**src/rtl/lpht_pkg.sv**
```systemverilog
// Types, status codes and hash constants shared by the hash table files.
package lpht_pkg;

    localparam logic [1:0] ST_OK   = 2'd0;
    localparam logic [1:0] ST_MISS = 2'd1;
    localparam logic [1:0] ST_FULL = 2'd2;
    localparam logic [1:0] ST_ZERO = 2'd3;

    localparam logic OP_LOOKUP = 1'b0;
    localparam logic OP_INSERT = 1'b1;

    localparam logic [63:0] MIX_ADD  = 64'h9E37_79B9_7F4A_7C15;
    localparam logic [63:0] MIX_MUL1 = 64'hBF58_476D_1CE4_E5B9;
    localparam logic [63:0] MIX_MUL2 = 64'h94D0_49BB_1331_11EB;
    localparam int MIX_SHIFT1 = 30;
    localparam int MIX_SHIFT2 = 27;
    localparam int MIX_SHIFT3 = 31;

    typedef struct packed {
        logic        opcode;
        logic [63:0] lookup_key;
        logic [31:0] in_identity;
        logic [31:0] in_flags;
        logic [63:0] in_label_digest;
        logic [63:0] in_timestamp;
    } lpht_req_t;

    typedef struct packed {
        logic [1:0]  status;
        logic [31:0] out_identity;
        logic [31:0] out_flags;
        logic [63:0] out_label_digest;
        logic [63:0] out_timestamp;
    } lpht_rsp_t;

    typedef struct packed {
        logic [63:0] key;
        logic [31:0] identity;
        logic [31:0] flags;
        logic [63:0] label_digest;
        logic [63:0] timestamp;
    } lpht_entry_t;

endpackage

```
**src/rtl/lpht_mix.sv**
```systemverilog
// Multi-cycle splitmix64 finaliser on one shared 32 by 32 multiplier, giving the home slot.
module lpht_mix
    import lpht_pkg::*;
#(
    parameter int SLOT_BITS = 10
) (
    input  logic                 clk,
    input  logic                 rst_n,
    input  logic                 start,
    input  logic [63:0]          key,
    output logic                 done,
    output logic [SLOT_BITS-1:0] slot
);

    localparam logic [2:0] H_IDLE = 3'd0;
    localparam logic [2:0] H_P0   = 3'd1;
    localparam logic [2:0] H_P1   = 3'd2;
    localparam logic [2:0] H_P2   = 3'd3;
    localparam logic [2:0] H_MIX  = 3'd4;
    localparam logic [2:0] H_FIN  = 3'd5;

    logic [2:0]  phase_reg;
    logic [2:0]  phase_next;
    logic        round_reg;
    logic [63:0] x_reg;
    logic [63:0] acc_reg;
    logic [63:0] seed;
    logic [63:0] mul_const;
    logic [31:0] mul_a;
    logic [31:0] mul_b;
    logic [63:0] prod;
    logic [63:0] fin;

    assign seed      = key + MIX_ADD;
    assign mul_const = round_reg ? MIX_MUL2 : MIX_MUL1;
    assign mul_a     = (phase_reg == H_P1) ? x_reg[63:32] : x_reg[31:0];
    assign mul_b     = (phase_reg == H_P2) ? mul_const[63:32] : mul_const[31:0];
    assign prod      = {32'd0, mul_a} * {32'd0, mul_b};
    assign fin       = acc_reg ^ (acc_reg >> MIX_SHIFT3);

    assign done = (phase_reg == H_FIN);
    assign slot = fin[SLOT_BITS-1:0];

    always_comb
    begin
        phase_next = phase_reg;
        unique case (phase_reg)
            H_IDLE:  phase_next = start ? H_P0 : H_IDLE;
            H_P0:    phase_next = H_P1;
            H_P1:    phase_next = H_P2;
            H_P2:    phase_next = round_reg ? H_FIN : H_MIX;
            H_MIX:   phase_next = H_P0;
            H_FIN:   phase_next = H_IDLE;
            default: phase_next = H_IDLE;
        endcase
    end

    always_ff @(posedge clk or negedge rst_n)
    begin
        if (!rst_n)
        begin
            phase_reg <= H_IDLE;
            round_reg <= 1'b0;
        end
        else
        begin
            phase_reg <= phase_next;
            if (phase_reg == H_IDLE)
            begin
                round_reg <= 1'b0;
            end
            else if (phase_reg == H_MIX)
            begin
                round_reg <= 1'b1;
            end
        end
    end

    always_ff @(posedge clk)
    begin
        unique case (phase_reg)
            H_IDLE:
            begin
                if (start)
                begin
                    x_reg <= seed ^ (seed >> MIX_SHIFT1);
                end
            end
            H_P0:
            begin
                acc_reg <= prod;
            end
            H_P1, H_P2:
            begin
                acc_reg <= acc_reg + {prod[31:0], 32'd0};
            end
            H_MIX:
            begin
                x_reg <= acc_reg ^ (acc_reg >> MIX_SHIFT2);
            end
            default:
            begin
            end
        endcase
    end

endmodule

```
**config.mk**
```make
export PLATFORM = sky130hd
export DESIGN_NAME = lpht_mix
export DESIGN_NICKNAME = d
export VERILOG_FILES = /design/src/rtl/lpht_pkg.sv /design/src/rtl/lpht_mix.sv
export SDC_FILE = /design/constraint.sdc
export NUM_CORES = 2
export LEC_CHECK = 0
export BUFFER_PORTS_ARGS = -buffer_cell sky130_fd_sc_hd__buf_2
export CORE_MARGIN = 3
export CORE_UTILIZATION = 48
export DETAILED_ROUTE_END_ITERATION = 6
export PLACE_DENSITY_LB_ADDON = 0.25
export REMOVE_ABC_BUFFERS = 1
export SKIP_CTS_REPAIR_TIMING = 1
export SLEW_MARGIN = 10
export SYNTH_ARGS = -nofsm -noshare
export SYNTH_HDL_FRONTEND = slang
export SYNTH_SLANG_ARGS = --single-unit
export TNS_END_PERCENT = 100
```
**constraint.sdc**
```tcl
create_clock -name clk -period 10.4 [get_ports clk]
set_clock_uncertainty 0.05 [all_clocks]
set_input_delay 2.08 -clock clk [delete_from_list [all_inputs] [get_ports clk]]
set_output_delay 2.08 -clock clk [all_outputs]
set_load 0.02 [all_outputs]
```
Word level (Yosys, flattened, before mapping):

Index checks and enable logic that the tools add are counted.

* bits in registers: 132
* bits of input ports: 67
* output and inout port bits: 11
* logic and storage cells: 32

* add/subtract/negate cells: 2
* $mul: 1
* equality and inequality tests: 6
* multiplexer cells: 11
* bitwise logic cells: 3
* reductions and logical operators: 5

Operators with widths (count)
* 64-bit one-hot mux with 2 select lines: 2
* 64-bit adder: 1
* 64-bit adder (second input constant): 1
* 32-bit by 32-bit multiplier with 64-bit output: 1
* 32-bit 2-to-1 mux: 2
* 64-bit 2-to-1 mux: 1
* 64-bit by 34-bit bitwise XOR with 64-bit output: 1
* 64-bit by 37-bit bitwise XOR with 64-bit output: 1
* 62-bit 2-to-1 mux: 1
* 3-bit one-hot mux with 5 select lines: 1
* 10-bit bitwise XOR: 1
* 3-bit by 2-bit == test with 1-bit output (second input constant): 2
* 3-bit == test (second input constant): 2
* 1-bit 2-to-1 mux: 4
* 2-bit nonzero test: 2
* 3-bit by 1-bit == test with 1-bit output (second input constant): 1
* 3-bit logical NOT: 1
* 2-bit inequality test (second input constant): 1
* 2-bit AND reduction: 1
* 2-bit OR reduction: 1

Logic depth before layout (Yosys ltp):

* depth after elaboration: 5
* mapped depth: 41

Worst setup path before layout:

No wires, ideal clock.

* path type: register to register
* from: register phase_reg[2]
* to: register acc_reg[63], data pin
* library setup time: 0.267 ns
* arrival: 9.512 ns
* data required time: 10.083 ns
* slack: 0.571 ns
* cell stages (with the launch flop): 40
* path buffers: 3
* clock period less this slack: 9.829 ns
* cells stage by stage: dfrtp_1 > inv_1 > nand2_1 > nor2_1 > buf_2 > buf_2 > mux2i_1 > clkbuf_1 > inv_1 > nand2_1 > fa_1 > inv_1 > fa_1 > fa_1 > inv_1 > fa_1 > inv_1 > fa_1 > (+4 left out) > nand4_1 > or2_2 > a211oi_1 > nor2_1 > o21ai_0 > a21boi_0 > o21ai_0 > xor2_1 > ha_1 > and3_1 > a31oi_1 > a21oi_1 > a211oi_1 > o31ai_1 > a31oi_1 > o21ai_0 > xnor2_1 > mux2i_1

* cells in the longest elaborated chain, start to end: 5

RTL lines
* start, declared: RTL line lpht_mix.sv:22 `logic [2:0] phase_reg;`
* start signal, assigned: RTL line lpht_mix.sv:67 `phase_reg <= phase_next;`
* 3-bit by 2-bit == test with 1-bit output (on tied branches): RTL line lpht_mix.sv:36, lpht_mix.sv:81, lpht_mix.sv:37
* 32-bit 2-to-1 mux (on tied branches): RTL line lpht_mix.sv:36, lpht_mix.sv:37
* 32-bit by 32-bit multiplier with 64-bit output: RTL line lpht_mix.sv:38 `assign prod = {32'd0, mul_a} * {32'd0, mul_b};`
* 64-bit adder: RTL line lpht_mix.sv:95 `acc_reg <= acc_reg + {prod[31:0], 32'd0};`
* 64-bit one-hot mux with 2 select lines *: RTL line lpht_mix.sv:81 `unique case (phase_reg)`
* end signal, assigned: RTL line lpht_mix.sv:91 `acc_reg <= prod;`
* end signal, assigned: RTL line lpht_mix.sv:95
* end, declared: RTL line lpht_mix.sv:26 `logic [63:0] acc_reg;`

Mark *: on every way between the ends. The rest lies on a longest branch, timed or not.
A chain may end at the register's enable or synchronous reset.

Worst setup path after layout:

* from: register phase_reg[2]
* to: register acc_reg[62], data pin

Same word-level chain as after synthesis.

==> reports/metrics.cfg <==
[status]
status=completed

[timing]
max_clock_freq_mhz=99.4
slew_headroom=0.328
hold_viol=0
final.setup.worst_slack_ns=0.341
worst_pin_slew_ns=0.999
setup_violations=0
drv_slew=0
min_period_ns=10.06
timing.final.crit_share=0.967

[synth]
netlist_area_mm2=0.0385
ys_seq_area_frac=0.102
avgSynthCellArea_um2=9.71
synth_top_area_frac=0.428
async_reset_ff_frac=0.0303
synth-seq-cells=132
ys_top_cells_by_count=907 x inv_1, 823 x fa_1, 372 x ha_1
synth_cells=3965
synth_top_area_cell=fa_1
ys.flop_type=edfxtp_1
netlist_top_cells_area=fa_1 43%, ha_1 12%, edfxtp_1 10%
synth_edf_count=128
synth_most_common_cell=inv_1
yosys_warnings=0
ys_types=77

[floorplan]
die_y_um=289
core.rowCount=103
io_pins=78
dieWidth_um=289
dieArea_mm2=0.0837
start_util=0.486
core_mm2=0.0793

[clocking]
clkLatencyLatePin_ns=0.43
clk_pin_slew_ns=0.07
cts_tree=yes
clock_path_buffers=2
cts_root_buf=clkbuf_16
cts_max_level=4
cts_sinks=132
numCtsBuffers=17

[routing]
antenna_left=0
vias_per_cell=5.54
drtIter0Drc=2520
wirelength_um=129000
wl_per_cell_um=25.3
drc=0
firstDrtPassIters=6
vias=28400

[critical_path]
cp_slowest_cell=fa_1
r2r-start=phase_reg[2]
crit_fanout=9
startpoint_type=flop
critical_path_class=flop to flop
reg2reg_to=acc_reg[62]
slowest_delay_ns=0.52
reg2reg_depth=35
required_ns=10.52
critPathCaptureType=flop
reg2reg_slack_ns=0.34
worstPathArrival_ns=10.18

[global_routing]
grt_pass1_wl_um=194000
globalRouteOverflowTotal=0
grt_pass1_vias=30000
track_usage=0.320
antenna_found_initial=4
grt_max_degree=78

[run]
maxCapViolCount=0

[place]
routabilityCongestion=1.03
post_dp_cell_area_mm2=0.0407
portBuffers=77
dp_hpwl_um=115000
preCtsSetupSlack_ns=0.117

[layout]
post_route_cells_drive_above_1_share=0.0865
antenna_cells=0
fin_area_mm2=0.0415
nets=5320
syn_to_final_growth_pct=7.71

[hold_path]
hp-start=acc_reg[48]
hold_end=x_reg[48]
hold_path_class=flop to flop
min_path_cells=2

worst max-delay path by stage:
stage	start	end	slack, ns	depth (start not counted)
global placement	phase_reg[2]	acc_reg[63]	0.26	31
detailed placement	phase_reg[2]	acc_reg[63]	0.12	38
global route	phase_reg[2]	acc_reg[57]	-0.05	37
floorplan	phase_reg[2]	acc_reg[63]	-1.88	36
CTS	phase_reg[2]	acc_reg[63]	0.09	38
finish	phase_reg[2]	acc_reg[62]	0.34	35
cell type report:
cell class	count	area [um2]
clock inverters	13	174
well taps	1050	1310
fillers	7312	37800
repair buffers	203	1360
multi-input cells	2794	30800
flip-flops and latches	132	3940
inverters	910	3420
clock buffers	18	429
worst max-delay path: cells and delay by family, from the launching register on:
kind,cells,cell delay [ns]
flops,1,0.42
xor+xnor,2,0.68
compound gates,10,2.26
buf+inv,4,0.47
fa+ha+maj,10,4.00
mux,2,0.57
simple gates,7,1.32
cells by family after synthesis:
kind of cell,count (synthesis),synth area share
DFF,132,0.102
and+or+nand+nor,882,0.111
buffers and inverters,1039,0.101
muxes,38,0.0103
AOI/OAI and AO/OA,446,0.0729
xor gates and xnor gates,233,0.0532
adders and majority gates,1195,0.549
metal layers:
layer  GRT usage  part of all wire  vias to the layer above
li1            -                 -                    12400
met1       0.447              0.41                    14400
met2       0.508              0.46                     1305
met3      0.0511             0.084                      224
met4       0.111             0.043                        2
met5           0           0.00010                        -
metrics by stage:
stage	setup TNS [ns]	utilization	cells	hold slack, ns
global route	-0.0915	0.523	5120	0.637
global placement	0	0.513	5083	0.577
floorplan	-30.45	-	3836	0.501
detailed placement	0	0.513	5083	0.577
finish	0	0.523	5120	0.587
CTS	0	0.521	5114	0.586
layout by cell type (no fill, tap or decap), drive strengths merged, types with 24 or more instances in the layout:
master / synthesis / final
nand2: 206 / 206
nand2b: 48 / 48
or2: 49 / 49
xor2: 108 / 108
and3: 47 / 47
inv: 908 / 912
mux2i: 26 / 26
nand3: 24 / 24
fa: 823 / 823
xnor2: 125 / 125
nor3: 24 / 24
a21oi: 163 / 163
nor2b: 82 / 82
edfxtp: 128 / 128
nor2: 282 / 282
a21o: 46 / 46
and2: 78 / 78
buf: 10 / 203
o21ai: 109 / 109
ha: 372 / 372
Power is left out: the tool's default activity adds up to more than one toggle a clock period on the data nets, which glitch-free logic cannot reach.
